==> config.mk <==
export PLATFORM = sky130hd
export DESIGN_NAME = des_key_schedule
export DESIGN_NICKNAME = d
export VERILOG_FILES = /design/src/sv/dks_pkg.sv /design/src/sv/dks_step.sv /design/src/sv/des_key_schedule.sv
export SDC_FILE = /design/constraint.sdc
export NUM_CORES = 1
export LEC_CHECK = 0
export ABC_AREA = 0
export BUFFER_PORTS_ARGS = -buffer_cell sky130_fd_sc_hd__buf_4
export CAP_MARGIN = 40
export CORE_ASPECT_RATIO = 2
export CORE_MARGIN = 2
export CORE_UTILIZATION = 50
export DETAILED_ROUTE_END_ITERATION = 6
export PLACE_DENSITY_LB_ADDON = 0.2
export REMOVE_ABC_BUFFERS = 1
export SLEW_MARGIN = 5
export SYNTH_ARGS = -nofsm -noshare
export SYNTH_HDL_FRONTEND = slang
export SYNTH_SLANG_ARGS = --single-unit
export TNS_END_PERCENT = 1
==> constraint.sdc <==
create_clock -name clock -period 5.1 [get_ports clock]
set_input_delay 1.53 -clock clock [delete_from_list [all_inputs] [get_ports clock]]
set_output_delay 1.53 -clock clock [all_outputs]
set_load 0.05 [all_outputs]
==> src/sv/dks_pkg.sv <==
// Shared types, permutation tables and helper functions for the DES key schedule.
// No dependencies; the step and top-level files refer to this package by scoped names.

package dks_pkg;

   localparam int unsigned HALF_BITS = 28;
   localparam int unsigned CD_BITS   = 56;
   localparam int unsigned KEY_BITS  = 64;
   localparam int unsigned RK_BITS   = 48;

   typedef enum logic [1:0] {
      ACT_LOAD    = 2'd0,
      ACT_ENCRYPT = 2'd1,
      ACT_DECRYPT = 2'd2
   } action_type;

   typedef logic [HALF_BITS-1:0] half_type;

   typedef struct packed {
      action_type          action;
      logic [KEY_BITS-1:0] key_value;
      logic [3:0]          round_index;
   } item_type;

   typedef struct packed {
      logic [RK_BITS-1:0] round_key;
      half_type           c_half;
      half_type           d_half;
   } result_type;

   // Bit 1 is the most significant bit of the source word.
   localparam int PC1_TABLE [56] = '{
      57, 49, 41, 33, 25, 17,  9,  1, 58, 50, 42, 34, 26, 18,
      10,  2, 59, 51, 43, 35, 27, 19, 11,  3, 60, 52, 44, 36,
      63, 55, 47, 39, 31, 23, 15,  7, 62, 54, 46, 38, 30, 22,
      14,  6, 61, 53, 45, 37, 29, 21, 13,  5, 28, 20, 12,  4
   };

   localparam int PC2_TABLE [48] = '{
      14, 17, 11, 24,  1,  5,  3, 28, 15,  6, 21, 10,
      23, 19, 12,  4, 26,  8, 16,  7, 27, 20, 13,  2,
      41, 52, 31, 37, 47, 55, 30, 40, 51, 45, 33, 48,
      44, 49, 39, 56, 34, 53, 46, 42, 50, 36, 29, 32
   };

   function automatic logic [CD_BITS-1:0] perm_choice1(input logic [KEY_BITS-1:0] key);
      logic [CD_BITS-1:0] cd;
      cd = '0;
      for (int i = 0; i < 56; i++) begin
         cd[6'(55 - i)] = key[6'(64 - PC1_TABLE[i])];
      end
      return cd;
   endfunction

   function automatic logic [RK_BITS-1:0] perm_choice2(input logic [CD_BITS-1:0] cd);
      logic [RK_BITS-1:0] rk;
      rk = '0;
      for (int i = 0; i < 48; i++) begin
         rk[6'(47 - i)] = cd[6'(56 - PC2_TABLE[i])];
      end
      return rk;
   endfunction

   // Rounds 0, 1, 8 and 15 shift by one; all others by two.
   function automatic logic shift_by_two(input logic [3:0] round_index);
      logic one;
      one = (round_index == 4'd0) || (round_index == 4'd1) ||
            (round_index == 4'd8) || (round_index == 4'd15);
      return !one;
   endfunction

endpackage

==> src/sv/dks_step.sv <==
// One key schedule step: load, encrypt rotate-then-PC2, or decrypt PC2-then-rotate.
// Purely combinational; uses dks_pkg types, tables and functions.

module dks_step (
   input  dks_pkg::item_type   item,
   input  dks_pkg::half_type   c_cur,
   input  dks_pkg::half_type   d_cur,
   output dks_pkg::result_type result
);

   logic                         two;
   dks_pkg::half_type            c_left;
   dks_pkg::half_type            d_left;
   dks_pkg::half_type            c_right;
   dks_pkg::half_type            d_right;
   logic [dks_pkg::CD_BITS-1:0]  cd_load;

   assign two     = dks_pkg::shift_by_two(item.round_index);
   assign c_left  = two ? {c_cur[25:0], c_cur[27:26]} : {c_cur[26:0], c_cur[27]};
   assign d_left  = two ? {d_cur[25:0], d_cur[27:26]} : {d_cur[26:0], d_cur[27]};
   assign c_right = two ? {c_cur[1:0], c_cur[27:2]} : {c_cur[0], c_cur[27:1]};
   assign d_right = two ? {d_cur[1:0], d_cur[27:2]} : {d_cur[0], d_cur[27:1]};
   assign cd_load = dks_pkg::perm_choice1(item.key_value);

   always_comb begin
      case (item.action)
         dks_pkg::ACT_LOAD: begin
            result.round_key = '0;
            result.c_half    = cd_load[55:28];
            result.d_half    = cd_load[27:0];
         end
         dks_pkg::ACT_ENCRYPT: begin
            result.round_key = dks_pkg::perm_choice2({c_left, d_left});
            result.c_half    = c_left;
            result.d_half    = d_left;
         end
         dks_pkg::ACT_DECRYPT: begin
            result.round_key = dks_pkg::perm_choice2({c_cur, d_cur});
            result.c_half    = c_right;
            result.d_half    = d_right;
         end
         default: begin
            // unused code: keep the halves, give a zero key
            result.round_key = '0;
            result.c_half    = c_cur;
            result.d_half    = d_cur;
         end
      endcase
   end

endmodule

==> src/sv/des_key_schedule.sv <==
// DES key schedule: input register, one step of logic, result register.
// An accepted request beat passes the input register, then the result register, to its response beat.
// Throughput: one beat per cycle while the response side accepts; the C/D half registers
// close their loop through the single step path (the rotate and load mux, not PC-2).
// Reset (synchronous, active high) clears both halves to zero and empties both stages.

module des_key_schedule (
   input  logic         clock,
   input  logic         reset,
   input  logic         req_tvalid,
   output logic         req_tready,
   input  logic [71:0]  req_tdata,   // key_value[63:0], round_index[67:64], zero pad
   input  logic [1:0]   req_tuser,   // action[1:0]
   output logic         rsp_tvalid,
   input  logic         rsp_tready,
   output logic [103:0] rsp_tdata    // round_key[47:0], c_half[75:48], d_half[103:76]
);

   logic                in_valid_ff, in_valid_in;
   dks_pkg::item_type   item_ff, item_in;
   logic                out_valid_ff, out_valid_in;
   dks_pkg::result_type result_ff, result_in;
   dks_pkg::half_type   c_ff, c_in;
   dks_pkg::half_type   d_ff, d_in;
   logic                fire;

   assign fire       = in_valid_ff && (!out_valid_ff || rsp_tready);
   assign req_tready = !in_valid_ff || fire;

   always_comb begin
      item_in.action      = dks_pkg::action_type'(req_tuser);
      item_in.key_value   = req_tdata[63:0];
      item_in.round_index = req_tdata[67:64];
   end

   dks_step u_step (
      .item   (item_ff),
      .c_cur  (c_ff),
      .d_cur  (d_ff),
      .result (result_in)
   );

   always_comb begin
      in_valid_in  = req_tready ? req_tvalid : in_valid_ff;
      out_valid_in = fire ? 1'b1 : (out_valid_ff && !rsp_tready);
      c_in         = fire ? result_in.c_half : c_ff;
      d_in         = fire ? result_in.d_half : d_ff;
   end

   always_ff @(posedge clock) begin
      if (reset) begin
         in_valid_ff  <= 1'b0;
         out_valid_ff <= 1'b0;
         c_ff         <= '0;
         d_ff         <= '0;
      end else begin
         in_valid_ff  <= in_valid_in;
         out_valid_ff <= out_valid_in;
         c_ff         <= c_in;
         d_ff         <= d_in;
      end
   end

   // payload: load on acceptance, hold otherwise
   always_ff @(posedge clock) begin
      if (req_tvalid && req_tready) begin
         item_ff <= item_in;
      end
      if (fire) begin
         result_ff <= result_in;
      end
   end

   assign rsp_tvalid = out_valid_ff;
   assign rsp_tdata  = {result_ff.d_half, result_ff.c_half, result_ff.round_key};

endmodule

# After elaboration in Yosys (flattened, before gate mapping)
# Cells that the tools add are included.
# word_totals
wordCells	34
in_bits	78
register_bits	197
out_inout_bits	106
# classes
eq_ne	5
reduce_logical	13
muxes	6
# op_table
cell	count
case mux 88 bit (3 select lines)	1
2-to-1 mux 28 bit	4
== test 4 bit, second input constant	2
logical OR 1 bit	5
== test 4 x 1 -> 1 bit, second input constant	1
logical NOT 4 bit	1
logical AND 1 bit	3
logical NOT 1 bit	3
== test 2 x 1 -> 1 bit, second input constant	1
== test 2 bit, second input constant	1
logical NOT 2 bit	1
2-to-1 mux 1 bit	1

# Longest topological paths before layout
# Gate-level depths: netlist (run 1).
# depth
word_depth	6
depth_mapped	7
depth_no_buf	5

# Hierarchy
# From an unflattened synthesis (run 1), not the netlist that was laid out.
# hier_totals
hier_cells	1034
hier_area_um2	11594.9
# by_module_without_submodules
module	seq_area_each_um2	n_inst	cells_each	area_per_inst_um2
des_key_schedule	6386.1	1	427	7825.0
dks_step	0.0	1	607	3769.9

# Worst setup path after synthesis (run 1)
# No wires, ideal clock.
# synth_path
path_kind	in2reg
from	in rsp_tready
to	reg result_ff, in the netlist rsp_tdata[0] (enable)
setup_ns	0.479
stages	5
t_arrival_ns	4.473
required_time_ns	4.621
path_buffers	2
setup_slack_ns	0.148
cell_sequence	nand2b_1 > nand2_1 > inv_1 > buf_4 > clkbuf_1
# synth_via
elab_chain_len	2
# synth_rtl
item	line	text
start, declared	des_key_schedule.sv:15	input logic rsp_tready,
logical OR 1 bit	des_key_schedule.sv:27	assign fire = in_valid_ff && (!out_valid_ff || rsp_tready);
logical AND 1 bit	des_key_schedule.sv:27	
via fire	des_key_schedule.sv:25	logic fire;
end signal, assigned	des_key_schedule.sv:70	result_ff <= result_in;
end, declared	des_key_schedule.sv:22	dks_pkg::result_type result_ff, result_in;
# The timed path passes the listed nets, and every way through them passes these cells.
# A chain may end at the register's enable or synchronous reset.

# Worst setup path after layout (run 1)
# layout_path
from	in rsp_tready
to	out req_tready
# layout_via
elab_chain_len	3
# layout_rtl
item	line	text
logical OR 1 bit	des_key_schedule.sv:27	
logical AND 1 bit	des_key_schedule.sv:27	
logical OR 1 bit	des_key_schedule.sv:28	assign req_tready = !in_valid_ff || fire;
end, declared	des_key_schedule.sv:11	output logic req_tready,
# Every way passes these cells.

==> impl_results.md, run 1 <==
- Chip Width: 98.3 um
- Dpl cells: 1146
- Hold EP: d_ff[21]
- Most frequent cells in the layout: 125 x buf_4, 104 x edfxtp_1, 92 x nor2_1, 72 x nand2_1, 58 x dfxtp_1
- DPL Wire Length: 15.0 mm
- First-pass GRT wire length: 38.6 mm
- DRC viols: 2
- Slowest CP cell: nor2b_1
- Reg clk slew, reported paths: 0.07 ns
- Drt wl/cell: 21.3 um
- Largest net degree at the start of global routing: 119
- CP max FO: 4
- Final Max Slew Viols: 0
- Post-CTS Setup Bufs: 0
- Worst R2R Path Depth: 4
- Layout Skew: 0.0103 ns
- Fin cells: 1178
- Actual slew at the worst max-slew pin: 0.920 ns
- Post-synthesis compound-gate area fraction: 25.5%
- Cell Chain, Critical Path: buf_4 > nor2b_1 > nand2_1 > buf_4
- Largest family of logic cells by synthesized area: compound AO/OA/AOI/OAI gates
- R2r startpoint: item_ff[68]
- Fin. Hold Viols: 0
- Diodes inserted: 0
- Top_reg_cell synth: edfxtp_1
- Setup TNS: 0 ns
- Post-synth EDFFs: 104
- Synth Cell Area: 8890 um2
- PortBufs: 109
- GR Overflow Total: 0
- DRT Pass-1 Iters: 7
- Failing checks: design-rule violations
- Share of cells above drive strength 1: 21.8%
- Root Buffer: clkbuf_16
- Fin nets: 1030
- Number of global-route vias before repair: 7251
- CTS tree: built
- PnR worst setup slack: 1.37 ns
- Commonest non-fill, non-tap cell in the layout: buf_4
- Min-delay src: d_ff[21]
- Via/cell ratio: 6.59
- CTS sink count: 162
- Clk_lat worst skew: 0.44 ns
- Number of gates resized after CTS: 0
- Synth Instances: 899
- Final count of negative-setup-slack endpoints: 0
- Routed WL: 25.0 mm
- Initial core utilization: 50.5%
- Multiplexer share of the synthesized area: 5.49%
- Worst setup EP type: output port
- Chip Height: 193 um
- Register area share after synthesis: 48.2%
- GRT Util Overall: 25.9%
- Max cap viols: 0
- Total core area: 17600 um2
- Reg2reg setup slack: 2.10 ns
- RSZ-0062 raised after global routing: no
- Status: complete, but fails checks
- Max stage delay on crit path: 0.24 ns
- Post-Synth XOR/XNOR Area: 0%
- Final period util: 73.1%
- Worst EP required: 3.57 ns
- Syn avg cell area: 9.89 um2
- Startpoint type of the worst setup path: primary input
- DRT iter0 DRCs: 597
- Minimum clock period: 3.73 ns
- Simple-Gate Fraction of Synth Area: 13.1%
- Yosys cell types: 63
- Comb power frac: 18.7%
- CTS Hold Bufs: 0
- IO Count: 184
- Worst VDD drop: 0.229 mV
- Syn-to-layout area delta: 14.2%
- Clock buffer depth: 2
- Clk network pwr share: 36.9%
- Worst hold stages: 2
- FFs w/ async S/R, synth: 0%
- Internal power of the cells: 0.00246 W
- Initial antenna violation count: 0
- CP startpoint: rsp_tready
- Pre-CTS setup slack: 1.37 ns
- F_max: 268 MHz
- Reg-to-reg endpoint: rsp_tdata[93]
- Final Core Density: 57.7%
- Row cnt: 69
- CTS H-tree lvls: 4
- Min-Delay Path Class: flop to flop
- Post-Synth Adder-Cell Area: 0%
- DR vias: 7759
- Total CTS buffers: 17
- Max-slew headroom: 38.6%
- Leakage: 3.85 nW
- Switch Pwr: 0.00105 W
- Net Sw Frac: 29.9%
- Die area: 18900 um2
- Synth warn: 0
- Post-route ant nets: 0
- WP data arrival: 2.20 ns
- GPL Wtd Cong: 0.901
- Post-synthesis register bit count: 162
- Flop pwr share: 44.4%
- Crit Path Category: primary input to output port
- Power per standard cell area: 345 nW/um2
- Most common cell type on the critical path: buf_4
[synth_stat cells, types with 9 or more instances]
cell / number / area (um2)
a211oi_1: 14 / 105
a21o_1: 15 / 113
a21oi_1: 44 / 220
a221oi_1: 18 / 158
a311oi_1: 22 / 193
a31oi_1: 20 / 125
and3_1: 9 / 56.3
buf_2: 29 / 145
buf_4: 33 / 248
buf_6: 9 / 101
clkbuf_1: 40 / 150
dfxtp_1: 58 / 1160
edfxtp_1: 104 / 3120
mux2_2: 30 / 338
mux2i_1: 15 / 150
nand2_1: 72 / 270
nand3_1: 26 / 130
nand4_1: 10 / 62.6
nor2_1: 92 / 345
nor3b_1: 9 / 67.6
o21a_1: 19 / 143
o21ai_0: 55 / 275
o22ai_1: 19 / 119
o32ai_1: 11 / 96.3
[kinds of logic (layout without fill, tap and decap cells)]
family,Yosys count,after routing
AO/OA/AOI/OAI,315,315
AND/OR/NAND/NOR,254,254
flip-flops,162,162
buffers and inverters,122,167
multiplexers,45,45
other,1,22
[worst max-delay path by stage]
stage               slack, ns         end  cells past startpoint
global route             1.34  req_tready                      4
CTS                      1.37  req_tready                      4
global placement         1.38  req_tready                      4
detailed placement       1.37  req_tready                      4
floorplan               -0.50    c_ff[14]                      5
finish                   1.37  req_tready                      4
[power groups by stage]
stage	Sequential, W	Combinational (W)	Clock, W
CTS	0.00156	0.000648	0.00130
detailed placement	0.00158	0.000645	0
global route	0.00157	0.000696	0.00136
finish	0.00156	0.000655	0.00130
floorplan	0.00172	0.000309	0
global placement	0.00158	0.000637	0
[worst max-delay path: cells and delay by family]
| kind | cells | cell delay, ns |
|---|---|---|
| AND/OR/NAND/NOR | 2 | 0.34 |
| buffers and inverters | 2 | 0.32 |
[layout make-up]
type,instances,area [um2]
Fill cell,1513,7450
Sequential cell,162,4280
Multi-Input combinational cell,636,4020
Timing Repair Buffer,127,978
Clock buffer,21,440
Tap cell,213,267
Clock inverter,11,140
Inverter,8,32.5
[routing by layer]
| metal | up-vias | routed length (um) | global-route usage (%) |
|---|---|---|---|
| li1 | 3503 | - | - |
| met1 | 3723 | 9420 | 31.8 |
| met2 | 446 | 12500 | 42.5 |
| met3 | 87 | 1980 | 4.78 |
| met4 | 0 | 1110 | 14.7 |
| met5 | - | 0 | 0 |
[metrics by stage]
step                      power, W  hold slack (ns)  instance area [um2]
after floorplan            0.00203            0.476                 8320
final                      0.00351            0.536                10200
after detailed placement   0.00223            0.514                 9580
after global placement     0.00222            0.501                 9580
after CTS                  0.00351            0.534                10200
after global routing       0.00362            0.572                10200
[state kept, by name (all words and copies together), names as in the netlist]
name	flops
d_ff	28
in_valid_ff	1
rsp_tvalid	1
c_ff	28
rsp_tdata	82
item_ff	22
No activity file was read; power rests on OpenSTA's default activity.
==> inputs of run 2 (changes only) <==
--- a/config.mk
+++ b/config.mk
@@ -5,12 +5,12 @@
 export SDC_FILE = /design/constraint.sdc
 export NUM_CORES = 1
 export LEC_CHECK = 0
-export ABC_AREA = 0
+export ABC_AREA = 1
 export BUFFER_PORTS_ARGS = -buffer_cell sky130_fd_sc_hd__buf_4
 export CAP_MARGIN = 40
 export CORE_ASPECT_RATIO = 2
 export CORE_MARGIN = 2
-export CORE_UTILIZATION = 50
+export CORE_UTILIZATION = 49
 export DETAILED_ROUTE_END_ITERATION = 6
 export PLACE_DENSITY_LB_ADDON = 0.2
 export REMOVE_ABC_BUFFERS = 1
==> constraint.sdc (replaced) <==
create_clock -name clock -period 3.3 [get_ports clock]
set_input_delay 0.99 -clock clock [delete_from_list [all_inputs] [get_ports clock]]
set_output_delay 0.99 -clock clock [all_outputs]
set_load 0.05 [all_outputs]
==> run 2 against run 1 <==
  * The flow now finishes without violations
  * Wire length fell by 27%
  * Die area is 12% lower
  * Non-clock buffer count shrank 1
  * Cell area is 9.5% lower
  * Sequential share of layout area rose by 4.4 points
  * Flip-flop and latch count is the same
  * Synthesized cell count decreased by 1.7%
  * Sequential power up 52%
  * Area after synthesis fell by 14%
  * Clock power is 65% higher
  * Combinational power is 52% higher
==> impl_results.md, run 2 <==
- RSZ-0062 raised after global routing: no
- Largest net degree at the start of global routing: 65 (-45%)
- Synth area leaders: edfxtp_1 41%, dfxtp_1 15%, nand3_1 12%
- F_max: 407 MHz
- Post-CTS Setup Bufs: 0 (unchanged)
- Cell Chain, Critical Path: buf_4 > inv_1 > nand3_1 > buf_4
- Final Max Slew Viols: 0 (unchanged)
- PnR worst setup slack: 0.844 ns (-0.530 ns)
- DR vias: 6360 (-18%)
- Slowest CP cell: buf_4
- Most frequent cell after synthesis: nand3_1
- Diodes inserted: 0 (unchanged)
- Die area: 16700 um2 (-12%)
- Reg2reg setup slack: 1.04 ns (-1.06 ns)
- Synth Instances: 884 (-1.7%)
- Crit Path Category: primary input to output port
- Initial antenna violation count: 0 (unchanged)
- GR Overflow Total: 0 (unchanged)
- CTS Hold Bufs: 0 (unchanged)
- Max stage delay on crit path: 0.21 ns (-0.03 ns)
- Routed WL: 18.2 mm (-27%)
- Leakage: 4.02 nW (+4.5%)
- Clock buffer depth: 2 (unchanged)
- Synth warn: 0 (unchanged)
- Fin. Hold Viols: 0 (unchanged)
- Hold EP: rsp_tvalid
- Clk_lat worst skew: 0.42 ns (-0.02 ns)
- Number of global-route vias before repair: 6173 (-15%)
- Number of gates resized after CTS: 0 (unchanged)
- Area of the multi-input gates: 2690 um2 (-33%)
- Min-delay src: in_valid_ff
- Actual slew at the worst max-slew pin: 0.833 ns (-0.0869 ns)
- Synth Cell Area: 7630 um2 (-14%)
- Minimum clock period: 2.46 ns
- CP max FO: 3 (-1)
- Post-synthesis register bit count: 162 (unchanged)
- Power per standard cell area: 599 nW/um2 (+74%)
- Drt wl/cell: 15.3 um (-28%)
- Initial core utilization: 49.9% (-0.59 points)
- Final hold slack: 0.462 ns (-0.0735 ns)
- DRT Pass-1 Iters: 5 (-2)
- DRC viols: 0 (-2)
- Fill cells: 1347 (-11%)
- Total core area: 15300 um2 (-13%)
- PortBufs: 109 (unchanged)
- WP data arrival: 1.47 ns (-0.73 ns)
- Most common cell type on the critical path: buf_4
- First-pass GRT wire length: 29.1 mm (-24%)
- Total power: 0.00551 W (+57%)
- Post-route ant nets: 0 (unchanged)
- Worst setup EP type: output port
- Max cap viols: 0 (unchanged)
- Worst R2R Path Depth: 8 (+4)
- Worst VDD drop: 0.348 mV (+52%)
- CTS tree: built
- Worst EP required: 2.31 ns (-1.26 ns)
- IO Count: 184 (unchanged)
- Min-Delay Path Class: flop to flop
- Share of the synthesized area in the top cell type: 40.9% (+5.8 points)
- FFs w/ async S/R, synth: 0% (unchanged)
- R2r startpoint: item_ff[1]
- Syn avg cell area: 8.64 um2 (-13%)
- Worst hold stages: 2 (unchanged)
- Pre-CTS setup slack: 0.845 ns (-0.526 ns)
- Syn-to-layout area delta: 20.5%
- Register area: 4280 um2 (unchanged)
- Yosys cell types: 19 (-70%)
- Share of cells above drive strength 1: 19.1% (-2.7 points)
- Register area share after synthesis: 56.1% (+8.0 points)
- GRT Util Overall: 22.3% (-3.5 points)
- Max-slew headroom: 44.4% (+5.9 points)
- CTS H-tree lvls: 4 (unchanged)
- Reg clk slew, reported paths: 0.06 ns (about the same)
- Chip Height: 181 um (-6.3%)
- Post-synth EDFFs: 104 (unchanged)
- Chip Width: 92.3 um (-6.2%)
- Commonest non-fill, non-tap cell in the layout: nand3_1
- Startpoint type of the worst setup path: primary input
- Buffers and inverters on the worst path: 3 (+1)
- DPL Wire Length: 11.9 mm (-21%)
- Final period util: 74.4%
- Top post-synthesis cells by count: 181 x nand3_1, 153 x nand2_1, 104 x edfxtp_1, 85 x inv_1
- Via/cell ratio: 5.36 (-19%)
- Row cnt: 64 (-7.2%)
- Final count of negative-setup-slack endpoints: 0 (unchanged)
- Reg-to-reg endpoint: rsp_tdata[97]
- Fin nets: 1054 (+2.3%)
- Root Buffer: clkbuf_16
- CTS sink count: 162 (unchanged)
- Critical path's top delay family: buffers and inverters
- Largest area contributor in the netlist: edfxtp_1
- Most frequent cells in the layout: 181 x nand3_1, 153 x nand2_1, 122 x buf_4, 104 x edfxtp_1, 83 x inv_1
- Total CTS buffers: 17 (unchanged)
- DRT iter0 DRCs: 403 (-32%)
- Max reg flops: 82 (unchanged)
- Status: finished clean
- GPL Wtd Cong: 0.848 (-5.9%)
- Layout Skew: 0.0107 ns (+0.000410 ns)
- Top_reg_cell synth: edfxtp_1
[run 2: cell type report]
type,instances,area share (%)
clock buffers,22,5.62
clock inverters,10,1.55
repair buffers,126,10.8
inverters,86,3.54
flip-flops and latches,162,46.6
multi-input cells,583,29.2
well taps,198,2.69
[run 2: tightest hold or removal path, delay by kind of cell (launching register included)]
family                 cells  cell delay (ns)
buffers and inverters      1             0.05
AO/OA/AOI/OAI              1             0.05
flip-flops                 1             0.32
[run 2: cells by family after synthesis]
family | Yosys count | synth area share, %
buffers and inverters | 160 | 9.83
DFF | 162 | 56.1
other | 1 | 0.0491
and+or+nand+nor | 439 | 25.7
AOI/OAI and AO/OA | 122 | 8.29
[run 2: how the worst max path moves through the flow]
stage,slack (ns),cells past startpoint,from,to
final,0.84,4,rsp_tready,req_tready
after floorplan,-1.58,6,rsp_tready,c_ff[1]
after global placement,0.84,4,rsp_tready,req_tready
after CTS,0.85,4,rsp_tready,req_tready
after detailed placement,0.84,4,rsp_tready,req_tready
after global routing,0.81,4,rsp_tready,req_tready
[run 2: where the power goes]
group          switching, W  leakage [nW]  internal, W
Clock              0.000799         0.319      0.00135
Sequential        0.0000554          1.48      0.00232
Combinational      0.000730          2.22     0.000267
Total               0.00158          4.02      0.00393
[run 2: routing by layer]
| layer | share of wire, % | vias up | routed length, um | track usage, % |
|---|---|---|---|---|
| met4 | 2.7 | 0 | 484 | 12.3 |
| li1 | - | 3118 | - | - |
| met1 | 36 | 2965 | 6630 | 23.5 |
| met3 | 4.5 | 45 | 824 | 4.10 |
| met2 | 56 | 232 | 10300 | 41.0 |
| met5 | 0 | - | 0 | 0 |
[run 2: through the flow]
stage                     instance area, um2  setup TNS, ns  utilization (%)  std cells
after floorplan                         7280        -196.80                -        831
after global placement                  8540              0             55.8       1155
after detailed placement                8540              0             55.8       1155
after CTS                               9200              0             60.1       1187
after global routing                    9200              0             60.1       1187
final                                   9200              0             60.1       1187
==> inputs of run 3 (changes only) <==
==> constraint.sdc (replaced) <==
create_clock -name clock -period 2.1 [get_ports clock]
set_input_delay 0.63 -clock clock [delete_from_list [all_inputs] [get_ports clock]]
set_output_delay 0.63 -clock clock [all_outputs]
set_load 0.05 [all_outputs]
==> run 3 against run 2 <==
  * Wire length increased by 2.3%
  * First-iteration DRC count down 3.5%
  * Sequential share of layout area is 0.089 points lower
  * Clock power increased by 50%
  * Power up 55%
  * Clock skew rose by 0.00058 ns
  * Cell area grew 0.19%
  * Worst hold slack got worse by 0.090 ns
  * Setup slack lost 0.60 ns
  * Core utilization is 0.11 points higher
  * Register-to-register slack worse by 0.80 ns
==> impl_results.md, run 3 (synthesized netlist as in run 2, its figures left out) <==
- Status: finished clean
- Chip Width: 92.3 um (unchanged)
- Min-delay src: reset
- DRC viols: 0 (unchanged)
- GRT met2 Usage: 41.2% (+0.21 points)
- Critical path's top delay family: simple AND/OR/NAND/NOR gates
- GR peak layer: met2
- Leakage: 4.02 nW (+0.18%)
- Worst VDD drop: 0.541 mV (+56%)
- Row cnt: 64 (unchanged)
- DR vias: 6425 (+1.0%)
- Reg clk slew, reported paths: 0.06 ns (about the same)
- Power per standard cell area: 925 nW/um2 (+54%)
- Post-route ant nets: 0 (unchanged)
- Routed WL: 18.6 mm (+2.3%)
- Post-CTS Setup Bufs: 0 (unchanged)
- Initial core utilization: 49.9% (unchanged)
- Fin. Hold Viols: 0 (unchanged)
- Largest net degree at the start of global routing: 79 (+22%)
- Final period util: 88.4%
- Via/cell ratio: 5.39 (+0.60%)
- CTS sink count: 162 (unchanged)
- Slowest CP cell: edfxtp_1
- GPL Wtd Cong: 0.841 (-0.83%)
- DPL Wire Length: 12.0 mm (+0.98%)
- PortBufs: 109 (unchanged)
- First-pass GRT wire length: 29.7 mm (+1.9%)
- Clock buffer depth: 2 (unchanged)
- Minimum clock period: 1.86 ns
- WP data arrival: 2.03 ns (+0.56 ns)
- GRT Util Overall: 22.7% (+0.41 points)
- Worst setup EP type: flop
- GR Overflow Total: 0 (unchanged)
- Met3 Use GR: 4.39% (+0.29 points)
- R2r startpoint: item_ff[2]
- F_max: 539 MHz
- Layout Skew: 0.0113 ns (+0.000580 ns)
- Clk_lat worst skew: 0.43 ns (about the same)
- Drt wl/cell: 15.6 um (+1.8%)
- Total core area: 15300 um2 (unchanged)
- Crit Path Category: flop to flop
- Max stage delay on crit path: 0.43 ns (+0.22 ns)
- Root Buffer: clkbuf_16
- Most common cell type on the critical path: nand2_1
- Met1 Usage GRT: 23.9% (+0.38 points)
- Number of global-route vias before repair: 6315 (+2.3%)
- CP max FO: 28 (+25)
- Worst hold stages: 2 (unchanged)
- Final Max Slew Viols: 0 (unchanged)
- Worst EP required: 2.28 ns (-0.03 ns)
- Total CTS buffers: 17 (unchanged)
- Syn-to-layout area delta: 20.7%
- CP startpoint: item_ff[2]
- CTS Hold Bufs: 0 (unchanged)
- RSZ-0062 raised after global routing: no
- Buffers and inverters on the worst path: 2 (-1)
- DRT Pass-1 Iters: 5 (unchanged)
- Cell Chain, Critical Path: nand2_1 > nand3_2 > nand2_2 > buf_4 > nand2_1 > nand3_1 > nand2_1 > nor2_1 > inv_1
- Final non-filler cell area: 9220 um2 (+0.19%)
- Die area: 16700 um2 (unchanged)
- Chip Height: 181 um (unchanged)
- Min-Delay Path Class: primary input to flop
- DRT iter0 DRCs: 389 (-3.5%)
- Final count of negative-setup-slack endpoints: 0 (unchanged)
- Hold EP: rsp_tvalid
- Initial antenna violation count: 0 (unchanged)
- Share of cells above drive strength 1: 19.4% (+0.31 points)
- Startpoint type of the worst setup path: flop
- IO Count: 184 (unchanged)
- Diodes inserted: 0 (unchanged)
- Number of gates resized after CTS: 0 (unchanged)
- Commonest non-fill, non-tap cell in the layout: nand3_1
- Most frequent cells in the layout: 181 x nand3_1, 153 x nand2_1, 125 x buf_4, 104 x edfxtp_1, 83 x inv_1
- Post-DP Area: 8600 um2 (+0.73%)
- Reg2reg setup slack: 0.24 ns (-0.80 ns)
- Max reg flops: 82 (unchanged)
- Fin nets: 1059 (+0.47%)
- CTS H-tree lvls: 4 (unchanged)
- Max cap viols: 0 (unchanged)
- CTS tree: built
- Setup TNS: 0 ns (unchanged)
- Worst R2R Path Depth: 9 (+1)
- Reg-to-reg endpoint: rsp_tdata[75]
[run 3: worst max path at each step]
stage / endpoint / cells past startpoint / slack [ns]
after global placement: rsp_tdata[90] / 9 / 0.27
after detailed placement: rsp_tdata[90] / 9 / 0.26
after floorplan: c_ff[1] / 6 / -2.42
after CTS: rsp_tdata[90] / 9 / 0.24
final: rsp_tdata[75] / 9 / 0.24
after global routing: rsp_tdata[90] / 9 / 0.1
[run 3: metrics by stage]
stage | total power [W] | hold WS, ns | utilization, % | setup slack [ns] | cells
floorplan | 0.00489 | 0.438 | - | -2.42 | 831
global placement | 0.00536 | 0.452 | 56.2 | 0.271 | 1160
detailed placement | 0.00537 | 0.453 | 56.2 | 0.259 | 1160
CTS | 0.00856 | 0.362 | 60.3 | 0.242 | 1192
global route | 0.00885 | 0.361 | 60.3 | 0.0950 | 1192
finish | 0.00852 | 0.373 | 60.3 | 0.244 | 1192
[run 3: area by class of cell]
cell class	instances	area [um2]
Multi-Input combinational cell	583	2690
Tap cell	198	248
Sequential cell	162	4280
Timing Repair Buffer	131	1060
Fill cell	1365	6080
Inverter	86	325
Clock buffer	20	457
Clock inverter	12	158
[run 3: worst register-to-register path, stage by stage (launching register included)]
cell	delay [ns]
edfxtp_1	0.43
nand2_1	0.11
nand3_2	0.09
nand2_2	0.13
buf_4	0.34
nand2_1	0.17
nand3_1	0.11
nand2_1	0.06
nor2_1	0.13
inv_1	0.05
[run 3: layer usage]
layer / share of wire [%] / up-vias
li1: - / 3132
met1: 37 / 2980
met2: 55 / 248
met3: 5.0 / 65
met4: 3.9 / 0
met5: 0 / -
[run 3: where the power goes]
| part | total [W] | internal (W) | leakage [nW] | switching (W) |
|---|---|---|---|---|
| Clock | 0.00320 | 0.00193 | 0.292 | 0.00127 |
| Sequential | 0.00373 | 0.00364 | 1.48 | 0.0000890 |
| Combinational | 0.00159 | 0.000434 | 2.26 | 0.00116 |
| Total | 0.00852 | 0.00601 | 4.02 | 0.00251 |
